==> src/u16u8_pkg.sv <==
`timescale 1ns / 1ps
// ----------------------------------------------------------------------------
// UTF-16 to UTF-8 encoder package
// Shared constants and the queue entry type passed from the front part of
// the encoder to the byte serialiser.
// ----------------------------------------------------------------------------
package u16u8_pkg;

   // Largest output capacity the block will ever honour, in bytes.
   localparam int unsigned MAX_BUFFER_BYTES = 2048;

   // Capacity register width and reset value.
   localparam int unsigned CAP_W = 12;
   localparam logic [CAP_W-1:0] MAX_OUT_RESET = 12'd2048;

   // Depth of the queue between the front part and the serialiser.
   localparam int unsigned QUEUE_DEPTH = 2;
   localparam int unsigned QPTR_W = (QUEUE_DEPTH > 1) ? $clog2(QUEUE_DEPTH) : 1;
   localparam int unsigned QCNT_W = $clog2(QUEUE_DEPTH + 1);

   // Code unit boundaries.
   localparam logic [15:0] BOM_UNIT     = 16'hFEFF;
   localparam logic [15:0] HIGH_SUR_LO  = 16'hD800;
   localparam logic [15:0] HIGH_SUR_HI  = 16'hDBFF;
   localparam logic [15:0] LOW_SUR_BASE = 16'hDC00;
   localparam logic [15:0] ONE_BYTE_LIM = 16'h0080;
   localparam logic [15:0] TWO_BYTE_MAX = 16'h07FF;
   localparam logic [31:0] SUPP_BASE    = 32'h0001_0000;

   // Bytes reserved before a unit may be encoded: four data bytes at most.
   localparam logic [CAP_W:0] RESERVE_BYTES = 13'd4;

   // One queue entry: up to four data bytes, the count, and a terminator flag.
   typedef struct packed {
      logic [3:0][7:0] data;
      logic [2:0]      n_data;
      logic            term;
   } u16u8_entry_type;

endpackage

==> src/utf16_to_utf8_encoder.sv <==
`timescale 1ns / 1ps
// ----------------------------------------------------------------------------
// UTF-16 to UTF-8 encoder
// Converts a stream of UTF-16 code units into UTF-8 bytes, one byte per item.
// ----------------------------------------------------------------------------
// Usage:
//   The request channel carries one code unit per item with first and last
//   markers; an item is taken when req_valid is high and req_stall is low.
//   The response channel returns one byte per item; the last item of each
//   string is a zero terminator with rsp_end_of_string high.
//   csr_wr_en writes csr_wr_data into the output capacity register; write it
//   only while the block is idle.
//   A unit's bytes pass through the queue and then the result register.
//   Throughput is one result byte per cycle while the receiver does not
//   stall; a unit yields up to five bytes, a terminator included, and the
//   byte-wide result register sets this rate. A leading byte order mark, a
//   held high surrogate or a dropped unit yields no byte.
//   A two-entry queue parts the front from the serialiser: while the receiver
//   stalls, up to two further units are still taken, then req_stall rises.
//   Synchronous reset clears all string state and the queue, and sets the
//   capacity to 2048 bytes. No clearing pass is needed.
// ----------------------------------------------------------------------------
module utf16_to_utf8_encoder
   import u16u8_pkg::*;
(
   input  logic             clock,
   input  logic             reset,
   input  logic             req_valid,
   output logic             req_stall,
   input  logic [15:0]      req_code_unit,
   input  logic             req_first_unit,
   input  logic             req_last_unit,
   output logic             rsp_valid,
   input  logic             rsp_stall,
   output logic [7:0]       rsp_out_byte,
   output logic             rsp_end_of_string,
   input  logic             csr_wr_en,
   input  logic [CAP_W-1:0] csr_wr_data
);

   logic            accept;
   logic            push;
   u16u8_entry_type push_entry;
   logic            pop;
   logic            q_full;
   logic            head_valid;
   u16u8_entry_type head_entry;

   // Input side is held off only when the queue is full.
   assign req_stall = q_full;
   assign accept    = req_valid && !q_full;

   u16u8_front u_front (
      .clock       (clock),
      .reset       (reset),
      .accept      (accept),
      .code_unit   (req_code_unit),
      .first_unit  (req_first_unit),
      .last_unit   (req_last_unit),
      .csr_wr_en   (csr_wr_en),
      .csr_wr_data (csr_wr_data),
      .push        (push),
      .entry       (push_entry)
   );

   u16u8_queue u_queue (
      .clock      (clock),
      .reset      (reset),
      .push       (push),
      .push_entry (push_entry),
      .pop        (pop),
      .full       (q_full),
      .head_valid (head_valid),
      .head_entry (head_entry)
   );

   u16u8_back u_back (
      .clock             (clock),
      .reset             (reset),
      .head_valid        (head_valid),
      .head_entry        (head_entry),
      .pop               (pop),
      .rsp_valid         (rsp_valid),
      .rsp_stall         (rsp_stall),
      .rsp_out_byte      (rsp_out_byte),
      .rsp_end_of_string (rsp_end_of_string)
   );

endmodule

==> src/u16u8_front.sv <==
`timescale 1ns / 1ps
// ----------------------------------------------------------------------------
// UTF-16 to UTF-8 encoder front part
// Classifies each accepted code unit, keeps the per-string state and the
// capacity register, and forms the UTF-8 bytes for the queue.
// ----------------------------------------------------------------------------
module u16u8_front
   import u16u8_pkg::*;
(
   input  logic                  clock,
   input  logic                  reset,
   input  logic                  accept,
   input  logic [15:0]           code_unit,
   input  logic                  first_unit,
   input  logic                  last_unit,
   input  logic                  csr_wr_en,
   input  logic [CAP_W-1:0]      csr_wr_data,
   output logic                  push,
   output u16u8_entry_type       entry
);

   logic [CAP_W-1:0] max_out_ff, max_out_in;
   logic [15:0]      pend_high_ff, pend_high_in;
   logic             pend_valid_ff, pend_valid_in;
   logic [CAP_W-1:0] bytes_ff, bytes_in;
   logic             stopped_ff, stopped_in;

   logic [CAP_W-1:0] cap;
   logic             eff_pend;
   logic [CAP_W-1:0] eff_bytes;
   logic             eff_stop;
   logic             cap_full;
   logic [31:0]      code_point;

   // Capacity in use is the smaller of the register and the buffer size.
   always_comb begin
      if (MAX_BUFFER_BYTES < 32'(max_out_ff)) begin
         cap = CAP_W'(MAX_BUFFER_BYTES);
      end else begin
         cap = max_out_ff;
      end
   end

   // A first unit starts from cleared string state.
   assign eff_pend  = first_unit ? 1'b0 : pend_valid_ff;
   assign eff_bytes = first_unit ? '0 : bytes_ff;
   assign eff_stop  = first_unit ? 1'b0 : stopped_ff;
   assign cap_full  = ({1'b0, eff_bytes} + RESERVE_BYTES) >= {1'b0, cap};

   // Supplementary code point, with wrapping arithmetic for a bad low unit.
   assign code_point = ((((32'(pend_high_ff) - 32'(HIGH_SUR_LO)) << 10)
                       | (32'(code_unit) - 32'(LOW_SUR_BASE))) + SUPP_BASE);

   // Classification and state update.
   always_comb begin
      max_out_in    = csr_wr_en ? csr_wr_data : max_out_ff;
      pend_high_in  = pend_high_ff;
      pend_valid_in = pend_valid_ff;
      bytes_in      = bytes_ff;
      stopped_in    = stopped_ff;
      entry         = '0;
      push          = 1'b0;
      if (accept) begin
         pend_high_in  = first_unit ? '0 : pend_high_ff;
         pend_valid_in = eff_pend;
         bytes_in      = eff_bytes;
         stopped_in    = eff_stop;
         if (eff_pend) begin
            // Held high surrogate joins with this unit into four bytes.
            entry.data[0] = code_point[25:18] | 8'hF0;
            entry.data[1] = {2'b10, code_point[17:12]};
            entry.data[2] = {2'b10, code_point[11:6]};
            entry.data[3] = {2'b10, code_point[5:0]};
            entry.n_data  = 3'd4;
            bytes_in      = eff_bytes + CAP_W'(4);
            pend_valid_in = 1'b0;
            pend_high_in  = '0;
         end else if (first_unit && (code_unit == BOM_UNIT)) begin
            // Leading byte order mark is dropped.
         end else if (eff_stop || cap_full) begin
            stopped_in = 1'b1;
         end else if (code_unit < ONE_BYTE_LIM) begin
            entry.data[0] = code_unit[7:0];
            entry.n_data  = 3'd1;
            bytes_in      = eff_bytes + CAP_W'(1);
         end else if (code_unit <= TWO_BYTE_MAX) begin
            entry.data[0] = {3'b110, code_unit[10:6]};
            entry.data[1] = {2'b10, code_unit[5:0]};
            entry.n_data  = 3'd2;
            bytes_in      = eff_bytes + CAP_W'(2);
         end else if ((code_unit inside {[HIGH_SUR_LO:HIGH_SUR_HI]}) && !last_unit) begin
            pend_high_in  = code_unit;
            pend_valid_in = 1'b1;
         end else begin
            entry.data[0] = {4'b1110, code_unit[15:12]};
            entry.data[1] = {2'b10, code_unit[11:6]};
            entry.data[2] = {2'b10, code_unit[5:0]};
            entry.n_data  = 3'd3;
            bytes_in      = eff_bytes + CAP_W'(3);
         end
         if (last_unit) begin
            entry.term    = 1'b1;
            pend_high_in  = '0;
            pend_valid_in = 1'b0;
            bytes_in      = '0;
            stopped_in    = 1'b0;
         end
         push = (entry.n_data != 3'd0) || entry.term;
      end
   end

   // State registers.
   always_ff @(posedge clock) begin
      if (reset) begin
         max_out_ff    <= MAX_OUT_RESET;
         pend_high_ff  <= '0;
         pend_valid_ff <= 1'b0;
         bytes_ff      <= '0;
         stopped_ff    <= 1'b0;
      end else begin
         max_out_ff    <= max_out_in;
         pend_high_ff  <= pend_high_in;
         pend_valid_ff <= pend_valid_in;
         bytes_ff      <= bytes_in;
         stopped_ff    <= stopped_in;
      end
   end

endmodule

==> src/u16u8_queue.sv <==
`timescale 1ns / 1ps
// ----------------------------------------------------------------------------
// UTF-16 to UTF-8 encoder queue
// Short first-in first-out queue of byte groups between the front part and
// the serialiser.
// ----------------------------------------------------------------------------
module u16u8_queue
   import u16u8_pkg::*;
(
   input  logic            clock,
   input  logic            reset,
   input  logic            push,
   input  u16u8_entry_type push_entry,
   input  logic            pop,
   output logic            full,
   output logic            head_valid,
   output u16u8_entry_type head_entry
);

   u16u8_entry_type   mem_ff [QUEUE_DEPTH];
   logic [QPTR_W-1:0] wr_ptr_ff, wr_ptr_in;
   logic [QPTR_W-1:0] rd_ptr_ff, rd_ptr_in;
   logic [QCNT_W-1:0] count_ff, count_in;

   assign full       = (count_ff == QCNT_W'(QUEUE_DEPTH));
   assign head_valid = (count_ff != '0);
   assign head_entry = mem_ff[rd_ptr_ff];

   // Pointer and fill count update.
   always_comb begin
      wr_ptr_in = wr_ptr_ff;
      rd_ptr_in = rd_ptr_ff;
      count_in  = count_ff;
      if (push) begin
         wr_ptr_in = (wr_ptr_ff == QPTR_W'(QUEUE_DEPTH - 1)) ? '0 : wr_ptr_ff + QPTR_W'(1);
      end
      if (pop) begin
         rd_ptr_in = (rd_ptr_ff == QPTR_W'(QUEUE_DEPTH - 1)) ? '0 : rd_ptr_ff + QPTR_W'(1);
      end
      if (push && !pop) begin
         count_in = count_ff + QCNT_W'(1);
      end else if (pop && !push) begin
         count_in = count_ff - QCNT_W'(1);
      end
   end

   always_ff @(posedge clock) begin
      if (reset) begin
         wr_ptr_ff <= '0;
         rd_ptr_ff <= '0;
         count_ff  <= '0;
      end else begin
         wr_ptr_ff <= wr_ptr_in;
         rd_ptr_ff <= rd_ptr_in;
         count_ff  <= count_in;
      end
   end

   // Entry storage.
   always_ff @(posedge clock) begin
      if (push) begin
         mem_ff[wr_ptr_ff] <= push_entry;
      end
   end

`ifndef SYNTHESIS
   a_no_overfill: assert property (@(posedge clock) disable iff (reset)
      count_ff <= QCNT_W'(QUEUE_DEPTH))
      else $error("queue fill count above depth");
   a_no_push_full: assert property (@(posedge clock) disable iff (reset)
      full |-> !push)
      else $error("item pushed into a full queue");
   a_no_pop_empty: assert property (@(posedge clock) disable iff (reset)
      !head_valid |-> !pop)
      else $error("item popped from an empty queue");
`endif

endmodule

==> src/u16u8_back.sv <==
`timescale 1ns / 1ps
// ----------------------------------------------------------------------------
// UTF-16 to UTF-8 encoder serialiser
// Sends queued byte groups one byte per cycle, unless the receiver stalls,
// through a registered result stage, with the terminator after the data bytes.
// ----------------------------------------------------------------------------
module u16u8_back
   import u16u8_pkg::*;
(
   input  logic            clock,
   input  logic            reset,
   input  logic            head_valid,
   input  u16u8_entry_type head_entry,
   output logic            pop,
   output logic            rsp_valid,
   input  logic            rsp_stall,
   output logic [7:0]      rsp_out_byte,
   output logic            rsp_end_of_string
);

   logic [2:0] idx_ff, idx_in;
   logic       valid_ff, valid_in;
   logic [7:0] byte_ff, byte_in;
   logic       eos_ff, eos_in;

   logic       load;
   logic       is_data;
   logic [2:0] total;

   assign total   = head_entry.n_data + 3'(head_entry.term);
   assign is_data = idx_ff < head_entry.n_data;
   assign load    = head_valid && (!valid_ff || !rsp_stall);
   assign pop     = load && (idx_ff == total - 3'd1);

   // Next byte selection and result register control.
   always_comb begin
      idx_in   = idx_ff;
      byte_in  = byte_ff;
      eos_in   = eos_ff;
      valid_in = valid_ff && rsp_stall;
      if (load) begin
         valid_in = 1'b1;
         byte_in  = is_data ? head_entry.data[idx_ff[1:0]] : 8'h00;
         eos_in   = !is_data;
         idx_in   = pop ? 3'd0 : idx_ff + 3'd1;
      end
   end

   always_ff @(posedge clock) begin
      if (reset) begin
         idx_ff   <= '0;
         valid_ff <= 1'b0;
      end else begin
         idx_ff   <= idx_in;
         valid_ff <= valid_in;
      end
   end

   always_ff @(posedge clock) begin
      byte_ff <= byte_in;
      eos_ff  <= eos_in;
   end

   assign rsp_valid         = valid_ff;
   assign rsp_out_byte      = byte_ff;
   assign rsp_end_of_string = eos_ff;

endmodule

==> config.mk <==
export PLATFORM = sky130hd
export DESIGN_NAME = utf16_to_utf8_encoder
export DESIGN_NICKNAME = d
export VERILOG_FILES = /design/src/u16u8_pkg.sv /design/src/utf16_to_utf8_encoder.sv /design/src/u16u8_front.sv /design/src/u16u8_queue.sv /design/src/u16u8_back.sv
export SDC_FILE = /design/constraint.sdc
export NUM_CORES = 1
export LEC_CHECK = 0
export ABC_AREA = 1
export ABC_CLOCK_PERIOD_IN_PS = 5600
export BUFFER_PORTS_ARGS = -buffer_cell sky130_fd_sc_hd__buf_4
export CAP_MARGIN = 10
export CELL_PAD_IN_SITES_DETAIL_PLACEMENT = 0
export CELL_PAD_IN_SITES_GLOBAL_PLACEMENT = 1
export CORE_UTILIZATION = 46
export CTS_CLUSTER_DIAMETER = 30
export DETAILED_ROUTE_END_ITERATION = 8
export GPL_TIMING_DRIVEN = 0
export PLACE_DENSITY = 0.84
export SYNTH_ARGS = -nofsm -noshare
export SYNTH_HDL_FRONTEND = slang
export SYNTH_SLANG_ARGS = --single-unit
==> constraint.sdc <==
create_clock -name clock -period 5.6 [get_ports clock]
set_clock_uncertainty 0.1 [all_clocks]
set_input_delay 0.28 -clock clock [delete_from_list [all_inputs] [get_ports clock]]
set_output_delay 0.28 -clock clock [all_outputs]
set_load 0.01 [all_outputs]
==> run_results.csv, run 1 <==
group,metric,value,unit
synthesis,yosysWarnings,0,
outcome,violations,"DRC",
clock_network,post_cts_resized,0,
clock_network,clk_path_buf_depth,2,
power_and_ir_drop,ir_worst_vdd,0.237,mV
timing,tightest_slew,899,ps
synthesis,syn_inst,893,
worst_hold_path,hold_end,"u_front.max_out_ff[1]",
synthesis,netlist_top_cells_area,"edfxtp_1 (31%), dfxtp_1 (13%), nand2_1 (9.2%)",
synthesis,yosys.area.top_type_share,31.3,%
clock_network,clock_sinks,120,
synthesis,yosys.area.top_type,"edfxtp_1",
synthesis,avgSynthCellArea,7.85,sq um
routing,viasPerCell,5.49,
job,max_cap_violations,0,
synthesis,syn_area,0.00701,sq mm
synthesis,synth_cell_type_count,47,
floorplan,io_pins,46,
clock_network,insertion_delay,420,ps
routing,wirelength,19600,um
global_route,grtUsageTotal,26.3,%
clock_network,cts.reportedPaths.clkPinSlew,60,ps
floorplan,core_area,0.0147,sq mm
clock_network,cts_setup_buffers,0,
timing,setup_violations,0,
critical_path,rr_startpoint,"u_front.bytes_ff[2]",
global_route,overflow,0,
layout,final_area,0.00830,sq mm
power_and_ir_drop,leakage,3.56,nW
synthesis,synthesis.nets,956,
critical_path,slowest_delay,710,ps
critical_path,cpMostUsedCell,"nor2_4",
routing,drtIter0Drc,587,
worst_hold_path,whs_path_depth,3,
critical_path,crit_required,5550,ps
critical_path,cp_data_arrival_time,4660,ps
routing,vias,6388,
timing,fin_crit,4710,ps
routing,drc_errors,4,
placed_design,place_area,0.00758,sq mm
synthesis,ys.flop_type,"edfxtp_1",
global_route,grt_pass1_vias,6020,
placed_design,portBuffers,44,
synthesis,synth_commonest_cells,"nand2_1 (171), nor2_1 (133), inv_1 (88)",
synthesis,yosysMostFrequentCell,"nand2_1",
global_route,antenna_found_initial,0,
floorplan,die_w,125,um
power_and_ir_drop,power,3.16,mW
floorplan,initial_core_util,47.7,%
timing,grt_setup_unrepaired,"no",
placed_design,place_congestion,0.896,
synthesis,postSynth.asyncResetShare,0,%
clock_network,cts_buffers,17,
clock_network,htree_levels,4,
timing,whs,26.7,ps
layout,drive_above_1_share,12.0,%
power_and_ir_drop,power_per_cell_area,380,mW/mm^2
worst_hold_path,hp-start,"csr_wr_en",
layout,n_antenna_cell,0,
clock_network,root_buffer,"clkbuf_16",
critical_path,critPathMaxFanout,32,
synthesis,synth-seq-area-share,44.7,%
floorplan,die_h,125,um
synthesis,synth_seq_cells,120,
placed_design,place_hpwl,14500,um
critical_path,path_buf_inv,3,
critical_path,rr_worst_depth,19,
routing,avgRoutedWirePerCell,16.8,um
global_route,grt_max_degree,33,
timing,max_slew_margin,39.9,%
timing,fmax,212,MHz
layout,postLayoutCoreUtil,56.5,%
layout,syn_to_final_growth,18.4,%
timing,slew_viol_final,0,
critical_path,cp-start-kind,"register",
clock_network,cts_tree,"yes",
worst_hold_path,hold_path_class,"in2reg",
synthesis,synth-edff-count,73,
routing,drtPass1Iterations,9,
timing,fin_crit_sh,84.1,%
critical_path,r2r-end,"u_queue.mem_ff[0][15]",
routing,ant_nets,0,
critical_path,rrSetupSlack,890,ps
outcome,status,"finished, violations left",
layout,nNetsFinal,1030,
critical_path,critPathTopFamily,"simple AND/OR/NAND/NOR gates",
critical_path,crit_slowest_cell,"nor2_4",
critical_path,endpoint_kind,"register",
floorplan,dieArea,0.0157,sq mm
timing,finalHoldViolCount,0,
global_route,grt_pass1_wl,31700,um
critical_path,path_cells,"inv_1 -> nor2_1 -> ha_1 -> nand4_4 -> nor2_4 -> nand3_1 -> xor2_1 -> inv_1 -> ha_1 -> a21oi_1 -> o211ai_2 -> nor2_4 -> nand2_4 -> nor2_4 -> buf_6 -> nand2_2 -> nand3_2 -> nand2_1 -> nor2_4",
critical_path,critPathKind,"reg2reg",
floorplan,rows,44,
-- how the worst max path moves through the flow --
| stage | from | to | slack (ps) | depth (start not counted) |
|---|---|---|---|---|
| detailed placement | req_first_unit | u_queue.mem_ff[1][28] | 690 | 19 |
| global placement | req_first_unit | u_queue.mem_ff[0][28] | -370 | 19 |
| finish | u_front.bytes_ff[2] | u_queue.mem_ff[0][15] | 890 | 19 |
| floorplan | req_first_unit | u_queue.mem_ff[0][0] | 820 | 19 |
| global route | u_front.bytes_ff[2] | u_queue.mem_ff[0][8] | 580 | 19 |
| CTS | u_front.bytes_ff[2] | u_queue.mem_ff[1][15] | 710 | 19 |
-- metrics by stage --
| stage | instances | setup TNS, ps | worst slack [ps] |
|---|---|---|---|
| after global routing | 1164 | 0 | 579 |
| after CTS | 1163 | 0 | 710 |
| final | 1164 | 0 | 890 |
| after global placement | 1121 | -11890 | -373 |
| after detailed placement | 1121 | 0 | 686 |
| after floorplan | 893 | 0 | 818 |
-- kinds of logic after synthesis --
logic type	Yosys count	share of synthesized area (%)
AOI/OAI and AO/OA	190	15.0
xor gates and xnor gates	13	1.62
adders and majority gates	28	5.00
buffers and inverters	130	7.32
DFF	120	44.7
muxes	4	0.571
and+or+nand+nor	408	25.8
-- tightest hold or removal path, stage by stage --
cell	delay, ps
buf_4	90
o21ai_0	70
nor2_1	70
-- registers in the layout, indices dropped and copies added, names as in the netlist, named ones only --
| name | cells |
|---|---|
| u_back.rsp_end_of_string | 1 |
| u_front.pend_valid_ff | 1 |
| u_front.max_out_ff | 12 |
| u_queue.wr_ptr_ff | 1 |
| u_back.rsp_out_byte | 8 |
| u_queue.rd_ptr_ff | 1 |
| u_front.pend_high_ff | 12 |
| u_back.idx_ff | 3 |
| u_queue.count_ff | 2 |
| u_front.stopped_ff | 1 |
| u_front.bytes_ff | 12 |
| u_back.rsp_valid | 1 |
| u_queue.mem_ff | 64 |
-- metal layers --
| layer | vias up | share of wire, % | GRT usage [%] |
|---|---|---|---|
| met1 | 2972 | 45 | 34.2 |
| met4 | 0 | 2.2 | 9.97 |
| met5 | - | 0 | 0 |
| met2 | 189 | 48 | 44.1 |
| li1 | 3194 | - | - |
| met3 | 33 | 5.1 | 3.94 |
-- layout by cell type, fill, tap and decap left out, types with 10 or more instances in the layout --
cell type / Yosys / routed
nand2_1: 171 / 171
nor2_1: 133 / 132
inv_1: 88 / 88
o21ai_0: 76 / 76
edfxtp_1: 73 / 73
a21oi_1: 56 / 56
dfxtp_1: 47 / 47
buf_4: 1 / 45
nand3_1: 43 / 43
ha_1: 28 / 28
clkbuf_1: 22 / 23
nand4_1: 20 / 20
o22ai_1: 20 / 20
clkbuf_16: 0 / 17
nor3_1: 11 / 11
a31oi_1: 10 / 10
xor2_1: 10 / 10
dlygate4sd3_1: 0 / 10
-- where the power goes --
part	total, mW	internal [mW]	leakage, nW	switching, mW
clock	1.11	0.666	0.278	0.441
sequential	1.19	1.14	1.08	0.0445
combinational	0.863	0.291	2.19	0.572
-- timing repair --
item | in CTS | in global routing
hold buffers | 10 | 0
hold endpoints to repair | 10 | 0
endpoints found under the setup margin | 0 | 0
-- final cells by class --
type	count	area, sq um
repair buffers	55	458
inverters	99	374
multi-input cells	643	3370
plain buffers	31	139
fillers	1396	6400
clock buffers	18	429
well taps	184	230
flip-flops and latches	120	3130
clock inverters	14	163
Power figures use the tool's default switching activity.
==> inputs of run 2 (changes only) <==
--- a/config.mk
+++ b/config.mk
@@ -6,16 +6,16 @@
 export NUM_CORES = 1
 export LEC_CHECK = 0
 export ABC_AREA = 1
-export ABC_CLOCK_PERIOD_IN_PS = 5600
+export ABC_CLOCK_PERIOD_IN_PS = 3800
 export BUFFER_PORTS_ARGS = -buffer_cell sky130_fd_sc_hd__buf_4
 export CAP_MARGIN = 10
 export CELL_PAD_IN_SITES_DETAIL_PLACEMENT = 0
 export CELL_PAD_IN_SITES_GLOBAL_PLACEMENT = 1
-export CORE_UTILIZATION = 46
+export CORE_UTILIZATION = 41
 export CTS_CLUSTER_DIAMETER = 30
 export DETAILED_ROUTE_END_ITERATION = 8
 export GPL_TIMING_DRIVEN = 0
-export PLACE_DENSITY = 0.84
+export PLACE_DENSITY = 0.79
 export SYNTH_ARGS = -nofsm -noshare
 export SYNTH_HDL_FRONTEND = slang
 export SYNTH_SLANG_ARGS = --single-unit
==> constraint.sdc (replaced) <==
create_clock -name clock -period 3.8 [get_ports clock]
set_clock_uncertainty 0.1 [all_clocks]
set_input_delay 0.19 -clock clock [delete_from_list [all_inputs] [get_ports clock]]
set_output_delay 0.19 -clock clock [all_outputs]
set_load 0.01 [all_outputs]
==> run_results.csv, run 2 (same netlist as run 1, synthesis figures left out) <==
group,metric,value,unit
critical_path,crit_required,4010,ps
critical_path,rr_worst_depth,27,
critical_path,cp-start-kind,"register",
clock_network,htree_levels,4,
worst_hold_path,hold_path_class,"in2reg",
layout,top_register,"u_queue.mem_ff",
clock_network,cts.reportedPaths.clkPinSlew,60,ps
routing,drtIter0Drc,521,
power_and_ir_drop,switching_share,33.2,%
floorplan,dieArea,0.0176,sq mm
global_route,grt_pass1_vias,5996,
layout,seq_area,0.00314,sq mm
floorplan,rows,47,
layout,layout_commonest_cell,"nand2_1",
timing,setup_tns,0,ps
clock_network,clock_sinks,120,
placed_design,place_congestion,0.905,
clock_network,cts_tree,"yes",
outcome,status,"finished clean",
critical_path,critPathTopFamily,"simple AND/OR/NAND/NOR gates",
critical_path,cp_data_arrival_time,3750,ps
timing,worst_slack,260,ps
routing,wirelength,20700,um
worst_hold_path,hp-start,"csr_wr_data[10]",
timing,fmax,283,MHz
routing,viasPerCell,5.31,
routing,ant_nets,0,
layout,n_antenna_cell,0,
timing,slew_viol_final,0,
layout,final_cells,1225,
power_and_ir_drop,leakage,3.69,nW
routing,dr_wl_met2,10100,um
critical_path,crit_slowest_cell,"dfxtp_4",
timing,fin_crit_sh,93.2,%
placed_design,place_hpwl,14900,um
layout,nNetsFinal,1056,
routing,drc_errors,0,
placed_design,dp_slack,-614,ps
power_and_ir_drop,ir_worst_vdd,0.365,mV
routing,drtPass1Iterations,5,
routing,routed-wl-met3,1080,um
layout,multi_input_area,0.00361,sq mm
floorplan,die_w,133,um
job,max_cap_violations,0,
floorplan,initial_core_util,42.1,%
placed_design,placed_cells,1157,
power_and_ir_drop,switchingPower,1.58,mW
clock_network,root_buffer,"clkbuf_16",
clock_network,cts_buffers,17,
critical_path,critPathKind,"reg2reg",
worst_hold_path,whs_path_depth,3,
global_route,antenna_found_initial,1,
layout,n_fill_cell,1598,
critical_path,critPathMaxFanout,4,
placed_design,portBuffers,44,
critical_path,r2r-end,"u_queue.count_ff[1]",
routing,wl_met1,9160,um
global_route,grt_pass1_wl,32200,um
power_and_ir_drop,power_per_cell_area,540,mW/mm^2
critical_path,path_buf_inv,5,
floorplan,die_h,133,um
power_and_ir_drop,seq_power_share,36.7,%
layout,largest_reg_flops,64,
routing,avgRoutedWirePerCell,16.9,um
routing,vias,6504,
timing,finalHoldViolCount,0,
critical_path,rrSetupSlack,260,ps
power_and_ir_drop,intPower,3.19,mW
critical_path,slowest_delay,370,ps
critical_path,rr_startpoint,"u_front.bytes_ff[5]",
timing,whs,7.38,ps
power_and_ir_drop,comb_power_share,28.7,%
floorplan,io_pins,46,
timing,setup_violations,0,
power_and_ir_drop,pwr-share-clk,34.6,%
layout,drive_above_1_share,17.3,%
routing,top_layer_used,"met4",
global_route,overflow,0,
critical_path,endpoint_kind,"register",
clock_network,insertion_delay,430,ps
global_route,grtUsageTotal,24.0,%
timing,tightest_slew,845,ps
timing,fin_crit,3540,ps
layout,final_cell_mix,"nand2_1 (164), nor2_1 (125), inv_1 (80)",
power_and_ir_drop,power,4.77,mW
critical_path,cpMostUsedCell,"nor2_4",
worst_hold_path,hold_end,"u_front.max_out_ff[10]",
layout,syn_to_final_growth,25.8,%
floorplan,core_area,0.0166,sq mm
timing,max_slew_margin,43.3,%
clock_network,clk_path_buf_depth,2,
global_route,grt_max_degree,17,
run 2: cell count changes in the layout (fill, tap and decap cells not counted), sizes merged:
cell         previous run  this run
clkinv                  3         6
buf                    54        68
nor2                  144       145
dlygate4sd3            10        20
bufinv                  2         3
inv                   104        98
clkinvlp                4         6
run 2: cell type report:
class | instances | share of cell area, %
Multi-Input combinational cell | 644 | 40.9
Sequential cell | 120 | 35.6
Timing Repair Buffer | 79 | 7.58
Clock buffer | 18 | 4.87
Inverter | 99 | 4.33
Tap cell | 220 | 3.12
Clock inverter | 13 | 1.93
Buffer | 31 | 1.57
Timing Repair inverter | 1 | 0.0851
run 2: worst reg2reg max path, cell delays in order, from the launching register on:
cell and delay, ps:
dfxtp_4 370, inv_1 80, nor2_4 110, inv_1 60, nor2_2 140, nand2_2 70, nor2_2 160, xor2_2 220
ha_1 290, nand2_2 100, nor2_1 50, nand3_1 80, nand3_2 80, inv_2 80, nor2_4 40, nor2_4 110
nand2_4 80, nor2_4 150, buf_6 120, nand2_2 70, nand3_4 110, nand2_4 70, inv_1 60, ha_1 240
a21oi_1 120, o21ai_1 90, o21ai_1 130, a21oi_1 50
run 2: per-stage QoR:
| step | utilization, % | instance area [sq um] |
|---|---|---|
| 2_1_floorplan | - | 7030 |
| 3_3_place_gp | 45.9 | 7630 |
| 3_5_place_dp | 45.9 | 7630 |
| 4_1_cts | 51.5 | 8570 |
| 5_1_grt | 53.0 | 8820 |
| 6_report | 53.0 | 8820 |
run 2: how the worst max path moves through the flow:
stage	depth (start not counted)	from	slack, ps	to
3_3_place_gp	19	u_front.bytes_ff[2]	-650	u_queue.mem_ff[0][20]
5_1_grt	24	u_front.max_out_ff[7]	-40	u_queue.count_ff[1]
4_1_cts	26	u_front.bytes_ff[2]	20	u_queue.count_ff[1]
2_1_floorplan	19	u_front.bytes_ff[2]	70	u_queue.mem_ff[0][0]
6_report	27	u_front.bytes_ff[5]	260	u_queue.count_ff[1]
3_5_place_dp	19	u_front.bytes_ff[2]	-610	u_queue.mem_ff[0][20]
run 2: power by group through the flow:
stage                     combinational, mW  clock [mW]  sequential (mW)
final                                  1.37        1.65             1.75
after CTS                              1.33        1.67             1.75
after global routing                   1.51        1.73             1.77
after global placement                 1.26           0             1.77
after floorplan                       0.802           0             1.79
after detailed placement               1.28           0             1.78
run 2: repair_timing:
item / in CTS / in global routing
endpoints found under the setup margin: 68 / 68
endpoints found under the hold margin: 18 / 0
pin swaps: 5 / 18
gates cloned: 2 / 0
buffers inserted: 9 / 6
hold buffers: 20 / 0
gates resized for setup: 11 / 41
run 2: routing by layer:
| layer | vias to the layer above | GRT usage (%) |
|---|---|---|
| met4 | 0 | 9.45 |
| met2 | 206 | 39.8 |
| met3 | 31 | 3.83 |
| li1 | 3239 | - |
| met5 | - | 0 |
| met1 | 3028 | 31.2 |
==> inputs of run 3 (changes only) <==
--- a/config.mk
+++ b/config.mk
@@ -16,6 +16,7 @@
 export DETAILED_ROUTE_END_ITERATION = 8
 export GPL_TIMING_DRIVEN = 0
 export PLACE_DENSITY = 0.79
+export RECOVER_POWER = 50
 export SYNTH_ARGS = -nofsm -noshare
 export SYNTH_HDL_FRONTEND = slang
 export SYNTH_SLANG_ARGS = --single-unit
==> constraint.sdc (replaced) <==
create_clock -name clock -period 3.8 [get_ports clock]
set_clock_uncertainty 0.1 [all_clocks]
set_input_delay 0.38 -clock clock [delete_from_list [all_inputs] [get_ports clock]]
set_output_delay 0.38 -clock clock [all_outputs]
set_load 0.01 [all_outputs]
==> run_results.csv, run 3 (same netlist as run 1, synthesis figures left out) <==
group,metric,value,unit
timing,slew_viol_final,0,
routing,drc_errors,0,
timing,whs,78.8,ps
placed_design,portBuffers,44,
clock_network,cts_tree,"yes",
layout,drive_above_1_share,14.3,%
critical_path,cp-start-kind,"register",
routing,top_layer_used,"met4",
critical_path,path_buf_inv,6,
critical_path,crit_required,3820,ps
routing,routed-wl-met3,1040,um
timing,tightest_slew,1150,ps
timing,finalHoldViolCount,0,
clock_network,root_buffer,"clkbuf_16",
global_route,grtUsageTotal,23.5,%
global_route,grt_pass1_vias,5797,
layout,nNetsFinal,1039,
worst_hold_path,hold_path_class,"in2reg",
routing,wl_met1,9630,um
global_route,overflow,0,
routing,wirelength,20200,um
layout,final_area,0.00846,sq mm
power_and_ir_drop,power_per_cell_area,546,mW/mm^2
global_route,grt_pass1_wl,31500,um
power_and_ir_drop,power,4.62,mW
routing,drtPass1Iterations,5,
layout,final_cells,1209,
layout,n_antenna_cell,0,
timing,max_slew_margin,22.6,%
critical_path,slowest_delay,360,ps
power_and_ir_drop,ir_worst_vdd,0.372,mV
timing,setup_tns,0,ps
critical_path,endpoint_kind,"register",
clock_network,insertion_delay,430,ps
layout,multi_input_area,0.00351,sq mm
timing,fin_crit,3600,ps
floorplan,rows,47,
routing,ant_nets,0,
clock_network,cts_buffers,17,
routing,viasPerCell,5.25,
job,max_cap_violations,0,
layout,seq_area,0.00314,sq mm
floorplan,die_h,133,um
floorplan,initial_core_util,42.1,%
layout,n_fill_cell,1631,
routing,dr_wl_met2,9120,um
clock_network,htree_levels,4,
clock_network,clock_sinks,120,
placed_design,place_congestion,0.894,
floorplan,io_pins,46,
clock_network,cts.reportedPaths.clkPinSlew,70,ps
global_route,antenna_found_initial,0,
outcome,status,"finished clean",
timing,fmax,278,MHz
placed_design,place_hpwl,14600,um
floorplan,dieArea,0.0176,sq mm
placed_design,placed_cells,1157,
layout,layout_commonest_cell,"nand2_1",
critical_path,crit_slowest_cell,"dfxtp_2",
critical_path,cp_data_arrival_time,3620,ps
timing,setup_violations,0,
critical_path,critPathTopFamily,"simple AND/OR/NAND/NOR gates",
critical_path,critPathMaxFanout,9,
layout,largest_reg_flops,64,
layout,top_register,"u_queue.mem_ff",
power_and_ir_drop,leakage,3.53,nW
layout,final_cell_mix,"nand2_1 (169), nor2_1 (128), inv_1 (83)",
routing,avgRoutedWirePerCell,16.7,um
routing,drtIter0Drc,397,
timing,fin_crit_sh,94.6,%
floorplan,core_area,0.0166,sq mm
global_route,grt_max_degree,17,
clock_network,clk_path_buf_depth,2,
placed_design,place_area,0.00766,sq mm
critical_path,critPathKind,"reg2reg",
floorplan,die_w,133,um
critical_path,path_cells,"inv_2 -> nor2_4 -> buf_4 -> inv_1 -> nor2_1 -> xor2_1 -> ha_1 -> nand2_2 -> nor2_1 -> nand3_1 -> nand3_1 -> inv_1 -> nor2_4 -> nor2_4 -> nand2_4 -> nor2_4 -> nand3_1 -> nand3_4 -> nand3_1 -> clkinvlp_4 -> buf_4",
routing,vias,6344,
layout,syn_to_final_growth,20.7,%
[run 3: cell count changes in the layout (fill, tap and decap cells not counted), moves of 4 or more]
cell,before,now
nand2_1,164,169
nor2_2,6,2
buf_4,58,48
nand2_2,13,7
dlygate4sd3_1,20,0
clkbuf_1,23,39
[run 3: what timing repair did]
| action | in CTS | in global routing |
|---|---|---|
| setup buffers | 11 | 7 |
| gates resized for setup | 8 | 18 |
| cloned | 2 | 0 |
| hold buffers | 0 | 0 |
| setup endpoints to repair | 66 | 66 |
| pin swaps | 8 | 9 |
| endpoints found under the hold margin | 0 | 0 |
[run 3: cell type report]
type / count / area share [%]
multi-input cells: 644 / 41.4
flip-flops and latches: 120 / 37.0
repair buffers: 62 / 5.41
clock buffers: 21 / 5.20
inverters: 99 / 4.46
well taps: 220 / 3.25
plain buffers: 31 / 1.63
clock inverters: 11 / 1.46
repair inverters: 1 / 0.0887
[run 3: path summary, 6_finish.rpt]
check	start	end	slack [ps]	depth (start not counted)
setup reg to reg	u_front.bytes_ff[2]	u_queue.mem_ff[1][0]	200	21
hold reg to reg	u_front.bytes_ff[1]	u_front.bytes_ff[1]	370	2
setup / recovery	u_front.bytes_ff[2]	u_queue.mem_ff[1][0]	200	21
hold / removal	csr_wr_data[5]	u_front.max_out_ff[5]	80	3
[run 3: through the flow]
stage,worst slack [ps],util [%]
floorplan,6.90,-
global placement,-753,46.0
detailed placement,-722,46.0
CTS,13.2,50.3
global route,-32.1,50.9
finish,203,50.9
[run 3: power breakdown]
| group | leakage [nW] | total (mW) | internal [mW] | switching [mW] |
|---|---|---|---|---|
| Sequential | 1.09 | 1.75 | 1.68 | 0.0657 |
| Clock | 0.257 | 1.56 | 0.962 | 0.602 |
| Combinational | 2.18 | 1.31 | 0.429 | 0.877 |
[run 3: worst register-to-register path: stages, from the launching register on]
cell and delay (ps):
dfxtp_2 360, inv_2 70, nor2_4 120, buf_4 160, inv_1 130, nor2_1 160, xor2_1 220, ha_1 290
nand2_2 100, nor2_1 40, nand3_1 60, nand3_1 100, inv_1 110, nor2_4 50, nor2_4 120, nand2_4 80
nor2_4 120, nand3_1 160, nand3_4 140, nand3_1 230, clkinvlp_4 160, buf_4 190
[run 3: routing by layer]
layer,track usage [%],vias up
li1,-,3200
met1,32.6,2903
met2,36.2,210
met3,4.14,31
met4,9.13,0
met5,0,-
